### src/rtl/twrr_pkg.sv
// ----------------------------------------------------------------------------
// twrr_pkg: shared types and constants for the tick wake scheduler
// Task table geometry, status and cause codes, channel payloads and the
// control/status bundle between the sequencer and the table scan unit.
// ----------------------------------------------------------------------------
package twrr_pkg;

	localparam int TASK_SLOTS = 8;
	localparam int IDX_W      = (TASK_SLOTS > 1) ? $clog2(TASK_SLOTS) : 1;
	localparam int CNT_W      = $clog2(TASK_SLOTS + 1);
	localparam int TBL_W      = 2 + 64;

	localparam logic [1:0] ST_READY   = 2'd0;
	localparam logic [1:0] ST_BLOCKED = 2'd1;
	localparam logic [1:0] ST_IDLE    = 2'd2;

	localparam logic [7:0] CODE_TIMER = 8'd7;
	localparam logic [7:0] CODE_SOFT  = 8'd3;

	localparam logic CMD_TRAP = 1'b0;
	localparam logic CMD_LOAD = 1'b1;

	localparam logic [31:0] TICK_INTERVAL_RST = 32'd100000;

	typedef logic [IDX_W-1:0] slot_t;

	typedef struct packed {
		logic        cmd;
		logic        irq;
		logic [7:0]  cause_code;
		logic [63:0] trap_sp;
		logic [63:0] mtime_now;
		logic [2:0]  load_index;
		logic [1:0]  load_status;
		logic [63:0] load_wake;
		logic [63:0] load_sp;
	} req_t;

	typedef struct packed {
		logic [63:0] resume_sp;
		logic [2:0]  running_index;
		logic [63:0] compare_value;
		logic        compare_write;
		logic        soft_pending;
		logic        soft_write;
	} rsp_t;

	typedef struct packed {
		logic        start;
		logic        timer_mode;
		slot_t       first;
		logic        load_we;
		slot_t       load_idx;
		logic [1:0]  load_status;
		logic [63:0] load_wake;
	} scan_ctrl_t;

	typedef struct packed {
		logic  done;
		logic  found;
		slot_t hit_idx;
	} scan_stat_t;

	// Round-robin successor of a slot, wrapping at the table end
	function automatic slot_t next_slot(slot_t s);
		return (s == slot_t'(TASK_SLOTS - 1)) ? '0 : s + slot_t'(1);
	endfunction

endpackage

### src/rtl/twrr_if.sv
// ----------------------------------------------------------------------------
// twrr_req_if / twrr_rsp_if: valid/ready channels of the scheduler
// Request channel carries one trap or load command, response channel one
// result.
// ----------------------------------------------------------------------------
interface twrr_req_if;
	logic              valid;
	logic              ready;
	twrr_pkg::req_t    payload;

	modport source (output valid, output payload, input ready);
	modport sink   (input valid, input payload, output ready);
endinterface

interface twrr_rsp_if;
	logic              valid;
	logic              ready;
	twrr_pkg::rsp_t    payload;

	modport source (output valid, output payload, input ready);
	modport sink   (input valid, input payload, output ready);
endinterface

### src/rtl/twrr_ram.sv
// ----------------------------------------------------------------------------
// twrr_ram: generic simple dual-port RAM
// One write port and one read port, read data registered.
// ----------------------------------------------------------------------------
module twrr_ram #(
	parameter int WIDTH = 64,
	parameter int DEPTH = 8
) (
	input  logic                     clk,
	input  logic                     we,
	input  logic [$clog2(DEPTH)-1:0] waddr,
	input  logic [WIDTH-1:0]         wdata,
	input  logic [$clog2(DEPTH)-1:0] raddr,
	output logic [WIDTH-1:0]         rdata
);

	logic [WIDTH-1:0] mem_q [DEPTH];

	always_ff @(posedge clk) begin
		if (we) begin
			mem_q[waddr] <= wdata;
		end
		rdata <= mem_q[raddr];
	end

endmodule

### src/rtl/twrr_scan.sv
// ----------------------------------------------------------------------------
// twrr_scan: task table and shared slot scan unit
// Holds status and wake tick per slot and walks the table one slot a cycle
// through one compare unit: wake blocked tasks, or find the next ready one.
// ----------------------------------------------------------------------------
module twrr_scan (
	input  logic                    clk,
	input  logic                    arst_n,
	input  twrr_pkg::scan_ctrl_t    ctrl,
	input  logic [63:0]             tick,
	output twrr_pkg::scan_stat_t    stat
);
	import twrr_pkg::*;

	logic [TASK_SLOTS-1:0] valid_q;
	logic                  active_q;
	logic                  mode_q;
	logic [CNT_W-1:0]      cnt_q;
	slot_t                 ptr_q;
	logic                  rd_vld_s1;
	slot_t                 rd_idx_s1;
	logic                  found_q;
	slot_t                 hit_q;
	logic                  done_q;

	logic                  tbl_we;
	slot_t                 tbl_waddr;
	logic [TBL_W-1:0]      tbl_wdata;
	logic [TBL_W-1:0]      tbl_rdata;

	logic [1:0]            eff_status;
	logic [63:0]           eff_wake;
	logic                  hit;
	logic                  issue;

	twrr_ram #(.WIDTH(TBL_W), .DEPTH(TASK_SLOTS)) u_tbl (
		.clk   (clk),
		.we    (tbl_we),
		.waddr (tbl_waddr),
		.wdata (tbl_wdata),
		.raddr (ptr_q),
		.rdata (tbl_rdata)
	);

	// never-loaded slots read as their reset value
	always_comb begin
		eff_status = valid_q[rd_idx_s1] ? tbl_rdata[TBL_W-1 -: 2] : ST_IDLE;
		eff_wake   = valid_q[rd_idx_s1] ? tbl_rdata[63:0] : 64'd0;
		if (mode_q) begin
			hit = (eff_status == ST_BLOCKED) && (tick >= eff_wake);
		end else begin
			hit = (eff_status == ST_READY);
		end
	end

	assign issue = active_q && (cnt_q < CNT_W'(TASK_SLOTS));

	always_comb begin
		if (ctrl.load_we) begin
			tbl_we    = 1'b1;
			tbl_waddr = ctrl.load_idx;
			tbl_wdata = {ctrl.load_status, ctrl.load_wake};
		end else begin
			tbl_we    = rd_vld_s1 && mode_q && hit;
			tbl_waddr = rd_idx_s1;
			tbl_wdata = {ST_READY, eff_wake};
		end
	end

	always_ff @(posedge clk or negedge arst_n) begin
		if (!arst_n) begin
			valid_q   <= '0;
			active_q  <= 1'b0;
			mode_q    <= 1'b0;
			cnt_q     <= '0;
			ptr_q     <= '0;
			rd_vld_s1 <= 1'b0;
			rd_idx_s1 <= '0;
			found_q   <= 1'b0;
			hit_q     <= '0;
			done_q    <= 1'b0;
		end else begin
			done_q <= 1'b0;
			if (ctrl.load_we) begin
				valid_q[ctrl.load_idx] <= 1'b1;
			end
			if (ctrl.start) begin
				active_q <= 1'b1;
				mode_q   <= ctrl.timer_mode;
				cnt_q    <= '0;
				ptr_q    <= ctrl.first;
				found_q  <= 1'b0;
			end else if (issue) begin
				ptr_q <= next_slot(ptr_q);
				cnt_q <= cnt_q + CNT_W'(1);
			end else if (active_q) begin
				// last read is being evaluated this cycle
				active_q <= 1'b0;
				done_q   <= 1'b1;
			end
			rd_vld_s1 <= issue;
			rd_idx_s1 <= ptr_q;
			// keep the first ready slot in scan order
			if (rd_vld_s1 && !mode_q && hit && !found_q) begin
				found_q <= 1'b1;
				hit_q   <= rd_idx_s1;
			end
		end
	end

	assign stat.done    = done_q;
	assign stat.found   = found_q;
	assign stat.hit_idx = hit_q;

endmodule

### src/rtl/tick_wake_round_robin_scheduler.sv
// ----------------------------------------------------------------------------
// tick_wake_round_robin_scheduler: trap-driven round-robin task scheduler
// Load, exception and other interrupt requests: decode, then the output state.
// Timer interrupt: decode, the one-slot-a-cycle wake pass of the table scan, then output.
// Software interrupt: decode, table scan, stack pointer RAM read (SPRD, SPDAT), then output.
// One request in flight; a finished result waits in the output register.
// Reset clears control state and the per-slot valid bits; no clearing pass.
// ----------------------------------------------------------------------------
module tick_wake_round_robin_scheduler (
	input  logic          clk,
	input  logic          arst_n,
	twrr_req_if.sink      req,
	twrr_rsp_if.source    rsp,
	input  logic          cfg_we,
	input  logic [31:0]   cfg_wdata
);
	import twrr_pkg::*;

	localparam logic [2:0] S_IDLE   = 3'd0;
	localparam logic [2:0] S_DECODE = 3'd1;
	localparam logic [2:0] S_SCAN   = 3'd2;
	localparam logic [2:0] S_SPRD   = 3'd3;
	localparam logic [2:0] S_SPDAT  = 3'd4;
	localparam logic [2:0] S_OUT    = 3'd5;

	logic [2:0]   state_q;
	req_t         req_q;
	logic [31:0]  interval_q;
	logic [63:0]  tick_q;
	slot_t        cur_q;
	logic [63:0]  cmp_q;
	logic [63:0]  resume_q;
	logic         out_valid_q;
	rsp_t         out_q;

	logic         is_trap;
	logic         is_timer;
	logic         is_soft;
	logic         load_hit;
	scan_ctrl_t   scan_ctrl;
	scan_stat_t   scan_stat;

	logic         sp_we;
	slot_t        sp_waddr;
	logic [63:0]  sp_wdata;
	logic [63:0]  sp_rdata;

	logic         accept;
	logic         out_free;

	// ---- request decode -----------------------------------------------------
	assign is_trap  = (req_q.cmd == CMD_TRAP);
	assign is_timer = is_trap && req_q.irq && (req_q.cause_code == CODE_TIMER);
	assign is_soft  = is_trap && req_q.irq && (req_q.cause_code == CODE_SOFT);
	// drop loads aimed past the end of the table
	assign load_hit = (req_q.cmd == CMD_LOAD) && (32'(req_q.load_index) < TASK_SLOTS);

	assign req.ready = (state_q == S_IDLE);
	assign accept    = req.valid && req.ready;
	assign out_free  = !out_valid_q || rsp.ready;

	// ---- table scan unit: wake pass for timer, round-robin pick for soft ----
	always_comb begin
		scan_ctrl.start       = (state_q == S_DECODE) && (is_timer || is_soft);
		scan_ctrl.timer_mode  = is_timer;
		scan_ctrl.first       = is_timer ? '0 : next_slot(cur_q);
		scan_ctrl.load_we     = (state_q == S_DECODE) && load_hit;
		scan_ctrl.load_idx    = slot_t'(req_q.load_index);
		scan_ctrl.load_status = req_q.load_status;
		scan_ctrl.load_wake   = req_q.load_wake;
	end

	twrr_scan u_scan (
		.clk    (clk),
		.arst_n (arst_n),
		.ctrl   (scan_ctrl),
		.tick   (tick_q),
		.stat   (scan_stat)
	);

	// ---- saved stack pointers: load writes the entry, soft saves the current one
	always_comb begin
		sp_we    = (state_q == S_DECODE) && (load_hit || is_soft);
		sp_waddr = load_hit ? slot_t'(req_q.load_index) : cur_q;
		sp_wdata = load_hit ? req_q.load_sp : req_q.trap_sp;
	end

	twrr_ram #(.WIDTH(64), .DEPTH(TASK_SLOTS)) u_sp (
		.clk   (clk),
		.we    (sp_we),
		.waddr (sp_waddr),
		.wdata (sp_wdata),
		.raddr (cur_q),
		.rdata (sp_rdata)
	);

	// ---- sequencer ------------------------------------------------------------
	always_ff @(posedge clk or negedge arst_n) begin
		if (!arst_n) begin
			state_q     <= S_IDLE;
			interval_q  <= TICK_INTERVAL_RST;
			tick_q      <= '0;
			cur_q       <= '0;
			out_valid_q <= 1'b0;
		end else begin
			if (cfg_we) begin
				interval_q <= cfg_wdata;
			end
			// post a new result, or drop the one taken at this edge
			if ((state_q == S_OUT) && out_free) begin
				out_valid_q <= 1'b1;
			end else if (out_valid_q && rsp.ready) begin
				out_valid_q <= 1'b0;
			end
			unique case (state_q)
				S_IDLE: begin
					if (accept) begin
						state_q <= S_DECODE;
					end
				end
				S_DECODE: begin
					if (is_timer) begin
						// advance the tick before the wake pass reads it
						tick_q  <= tick_q + 64'd1;
						state_q <= S_SCAN;
					end else if (is_soft) begin
						state_q <= S_SCAN;
					end else begin
						state_q <= S_OUT;
					end
				end
				S_SCAN: begin
					if (scan_stat.done) begin
						if (is_soft) begin
							// stay on the current task when nothing is ready
							if (scan_stat.found) begin
								cur_q <= scan_stat.hit_idx;
							end
							state_q <= S_SPRD;
						end else begin
							state_q <= S_OUT;
						end
					end
				end
				S_SPRD: begin
					state_q <= S_SPDAT;
				end
				S_SPDAT: begin
					state_q <= S_OUT;
				end
				S_OUT: begin
					// hold here while the previous result still waits
					if (out_free) begin
						state_q <= S_IDLE;
					end
				end
				default: begin
					state_q <= S_IDLE;
				end
			endcase
		end
	end

	// ---- payload registers ------------------------------------------------------
	always_ff @(posedge clk) begin
		if (accept) begin
			req_q <= req.payload;
		end
		if (state_q == S_DECODE) begin
			cmp_q    <= req_q.mtime_now + {32'd0, interval_q};
			resume_q <= is_trap ? req_q.trap_sp : 64'd0;
		end
		if (state_q == S_SPDAT) begin
			resume_q <= sp_rdata;
		end
		if ((state_q == S_OUT) && out_free) begin
			out_q.resume_sp     <= resume_q;
			out_q.running_index <= 3'(cur_q);
			out_q.compare_value <= is_timer ? cmp_q : 64'd0;
			out_q.compare_write <= is_timer;
			out_q.soft_pending  <= is_timer;
			out_q.soft_write    <= is_timer || is_soft;
		end
	end

	assign rsp.valid   = out_valid_q;
	assign rsp.payload = out_q;

	// ---- checks -------------------------------------------------------------------
	a_accept_to_decode: assert property (@(posedge clk) disable iff (!arst_n)
		accept |=> (state_q == S_DECODE))
		else $error("accepted request did not enter decode");

	a_done_in_scan: assert property (@(posedge clk) disable iff (!arst_n)
		scan_stat.done |-> (state_q == S_SCAN))
		else $error("scan finished outside the scan state");

	a_cur_in_range: assert property (@(posedge clk) disable iff (!arst_n)
		cur_q <= slot_t'(TASK_SLOTS - 1))
		else $error("current task index beyond the table");

	a_no_result_overrun: assert property (@(posedge clk) disable iff (!arst_n)
		(out_valid_q && !rsp.ready) |=> out_valid_q && $stable(out_q))
		else $error("waiting result overwritten");

endmodule
### src/flat_wrapper.sv
// flat-port wrapper written by rule: the top's interface ports become plain ports
module tick_wake_round_robin_scheduler_flat import twrr_pkg::*;
  (clk, arst_n, cfg_we, cfg_wdata, req_valid, req_payload, req_ready, rsp_valid, rsp_payload, rsp_ready);
  twrr_req_if req_i ();
  twrr_rsp_if rsp_i ();
  input  logic clk;
  input  logic arst_n;
  input  logic cfg_we;
  input  logic [31:0] cfg_wdata;
  input wire logic [$bits(req_i.valid)-1:0] req_valid;
  input wire logic [$bits(req_i.payload)-1:0] req_payload;
  output wire logic [$bits(req_i.ready)-1:0] req_ready;
  output wire logic [$bits(rsp_i.valid)-1:0] rsp_valid;
  output wire logic [$bits(rsp_i.payload)-1:0] rsp_payload;
  input wire logic [$bits(rsp_i.ready)-1:0] rsp_ready;
  assign req_i.valid = req_valid;
  assign req_i.payload = req_payload;
  assign req_ready = req_i.ready;
  assign rsp_valid = rsp_i.valid;
  assign rsp_payload = rsp_i.payload;
  assign rsp_i.ready = rsp_ready;
  tick_wake_round_robin_scheduler u_core (.clk(clk), .arst_n(arst_n), .req(req_i), .rsp(rsp_i), .cfg_we(cfg_we), .cfg_wdata(cfg_wdata));
endmodule
### config.mk
export PLATFORM = sky130hd
export DESIGN_NAME = tick_wake_round_robin_scheduler_flat
export DESIGN_NICKNAME = d
export VERILOG_FILES = /design/src/rtl/twrr_pkg.sv /design/src/rtl/twrr_if.sv /design/src/rtl/twrr_ram.sv /design/src/rtl/twrr_scan.sv /design/src/rtl/tick_wake_round_robin_scheduler.sv /design/src/flat_wrapper.sv
export SDC_FILE = /design/constraint.sdc
export NUM_CORES = 2
export LEC_CHECK = 0
export ABC_CLOCK_PERIOD_IN_PS = 10080
export BUFFER_PORTS_ARGS = -buffer_cell sky130_fd_sc_hd__buf_2
export CORE_UTILIZATION = 54
export DETAILED_ROUTE_END_ITERATION = 16
export PLACE_DENSITY = 0.82
export SETUP_SLACK_MARGIN = 0.3
export SYNTH_ARGS = -nofsm -noshare
export SYNTH_HDL_FRONTEND = slang
export SYNTH_HIERARCHICAL = 1
export SYNTH_SLANG_ARGS = --single-unit
### constraint.sdc
create_clock -name clk -period 10.08 [get_ports clk]
set_clock_uncertainty 0.05 [all_clocks]
set_input_delay 1.512 -clock clk [delete_from_list [all_inputs] [get_ports clk]]
set_output_delay 1.512 -clock clk [all_outputs]
set_load 0.02 [all_outputs]
==> reports/metrics.csv <==
stage,metric,value,unit
outcome,outcome,"complete, no violations",
clock_network,Clock Sink Count,1831,
global_routing,initial antenna violation count,18,
place,port bufs,443,
routing,Routed WL per cell,24.6,um
sta,TNS Setup,0,ns
synth,synth unique cells,79,
setup_path,"Largest stage delay, worst path",0.79,ns
synth,Yosys warnings,6,
global_routing,vias in the first global route,37300,
global_routing,largest net degree at the start of global routing,145,
sta,Setup WS post-layout,3.69,ns
synth,post-synth top area cell,edfxtp_1,
routing,TritonRoute pass-1 iters,6,
synth,"flops & latches, synth",1831,
sta,Peak Freq,0.156,GHz
routing,initial detailed-routing violation count,3690,
sta,Max-slew headroom,0.207,
clock_network,CTS tree,built,
setup_path,crit-path max FO,65,
setup_path,Buf/Inv on CP,2,
finish,P&R area growth vs syn,14.5,%
setup_path,crit path kind,flip-flop to flip-flop,
finish,Layout Nets,4744,
floorplanning,die width,362,um
synth,Mean Syn Cell Area,18.3,sq um
clock_network,post-cts resize count,0,
place,routability cong.,0.888,
synth,Async SR Flop Fraction,0.0705,
clock_network,post-CTS setup buffer count,0,
place,Post-Place Worst Slack,3.96,ns
synth,Mapped Cells,3832,
sta,Pins Over Slew Limit,0,
floorplanning,core area,128000,sq um
sta,final setup vio count,0,
floorplanning,Rows,131,
setup_path,crit path launch type,flip-flop,
finish,"Core Util, Final",0.627,
routing,vias per cell,5.86,
setup_path,Worst Path Arrival,6.72,ns
clock_network,Num CTS Buffers,178,
global_routing,first-pass GRT wire length,228000,um
sta,final hold violation count,0,
clock_network,CTS H-tree depth,4,
synth,Post-Syn Nets,4243,
sta,RSZ-0062 raised after global routing,false,
setup_path,CP Cell Sequence,"mux4_1, mux2_2, buf_4, nand2_1, ha_1, nand4_1, and4bb_2, nand4_1, nor4_1, a211oi_1, a31oi_1, nand2_1, nor2_4, buf_4",
setup_path,crit end category,flip-flop,
global_routing,all-layer global routing usage,0.234,
floorplanning,IO Pins,444,
synth,Post-synth EDFFs,1572,
setup_path,cell family with most CP delay,simple AND/OR/NAND/NOR gates,
power,P_leak,28.1,nW
synth,mapped cell area,70200,sq um
synth,top cell type's share of synthesized area,0.673,
sta,Hold Slack,0.363,ns
sta,final period utilization,0.634,
clock_network,CTS Hold Bufs,0,
synth,Commonest cells post-synth,"1,572 x edfxtp_1, 405 x nand2_1, 261 x mux4_2, 178 x mux2_2, 157 x o21ai_0",
clock_network,clock transition at the registers of the reported paths,0.06,ns
routing,total wire length,153000,um
routing,post-route ant nets,0,
finish,share of cells above drive strength 1,0.281,
floorplanning,Initial Util,0.547,
power,Peak VDD IR,187,uV
setup_path,worst path required time,10.41,ns
synth,"count leader, synth",edfxtp_1,
run,Max-Cap Viols,0,
clock_network,CTS Buffer Depth,3,
clock_network,clock insertion delay at the later pin of the skew report,0.79,ns
routing,DRC Markers,0,
place,dpl hpwl,90100,um
floorplanning,total die area,131000,sq um
clock_network,Root Driver,clkbuf_16,
power,PwrDens,260,nW/um^2
worst_hold_path,worst min path class,flip-flop to flip-flop,
setup_path,"slowest stage cell, crit path",buf_4,
sta,Period minus WS final,6.39,ns
synth,largest cells by area after synthesis,"edfxtp_1 67%, mux4_2 8.4%, dfrtp_1 4.4%",
routing,DR vias,36500,
global_routing,aggregate global routing overflow,0,
floorplanning,die height,362,um
setup_path,R2R setup slack,3.69,ns
sta,Slew @ Worst Pin,1.19,ns
synth,"Seq/Total Area, Yosys",0.756,
synth,"Top FF cell, synth",edfxtp_1,
kinds of logic (layout without fill, tap and decap cells):
logic type,Yosys count,after routing,synth area share
mux,442,442,0.113
xor+xnor,124,124,0.0155
fa+ha+maj,103,103,0.0185
flops,1831,1831,0.756
buf+inv,195,849,0.0138
simple gates,831,831,0.0577
other cells,0,13,0
compound gates,306,306,0.0255
registers in the layout (all words and copies together) (netlist names), 66 cells and up:
register and count:
u_core/req_q 270, u_core/u_scan/u_tbl/mem_q 528, u_core/u_sp/mem_q 512, u_core/rsp.payload 133
u_core/u_scan/u_tbl/rdata 66
report_power, final:
group          switching [mW]  internal [mW]
Sequential              0.406           10.0
Combinational            2.46           1.14
Clock                    2.80           4.06
per-stage QoR:
stage	instance area (sq um)	std cells	power, mW
after global routing	80400	6228	21.7
after CTS	80300	6215	21.0
after detailed placement	74200	5882	14.2
final	80400	6228	20.9
after global placement	74200	5882	14.0
after floorplan	70200	3832	12.9
metal layers:
layer	track usage	vias to the layer above	routed length (um)
met2	0.382	1755	75600
met5	0	-	0
met3	0.0406	314	12000
li1	-	15900	-
met4	0.103	0	5950
met1	0.310	18600	59800
cell usage in the layout, fill, tap and decap left out, drive strengths merged, types with 14 or more instances in the layout:
master  instances
nor2           68
a21o           19
nor2b          14
nor3           41
clkbuf        241
dfrtp         123
nor4           16
clkinv         57
a21oi          61
dfxtp         130
nand3          52
bufinv         23
mux2          178
mux4          262
and2           72
inv            36
and3           24
buf           487
o21ai         158
nand2         407
nand2b         79
nand4          30
edfxtp       1572
xnor2          67
ha            102
xor2           57
final timing paths:
| kind | startpoint | endpoint | depth (start not counted) |
|---|---|---|---|
| max in group asynchronous | arst_n | u_core/tick_q[34] | 2 |
| worst min-delay path | u_core/resume_q[54] | u_core/rsp.payload[124] | 0 |
| worst min register to register | u_core/resume_q[54] | u_core/rsp.payload[124] | 0 |
| min in group asynchronous | arst_n | u_core/interval_q[1] | 1 |
| worst max-delay path | u_core/u_scan/rd_idx_s1[0] | u_core/u_scan/u_tbl/mem_q[6][11] | 14 |
| worst max register to register | u_core/u_scan/rd_idx_s1[0] | u_core/u_scan/u_tbl/mem_q[6][11] | 14 |
cell type report:
cell class | instances | area [sq um]
flip-flops and latches | 1831 | 53100
fillers | 8641 | 47800
multi-input cells | 1806 | 16300
clock buffers | 241 | 4970
repair buffers | 487 | 2580
well taps | 1729 | 2160
clock inverters | 92 | 1140
inverters | 29 | 109
diodes | 13 | 32.5
Note: power is estimated with default switching activity, not from simulation.
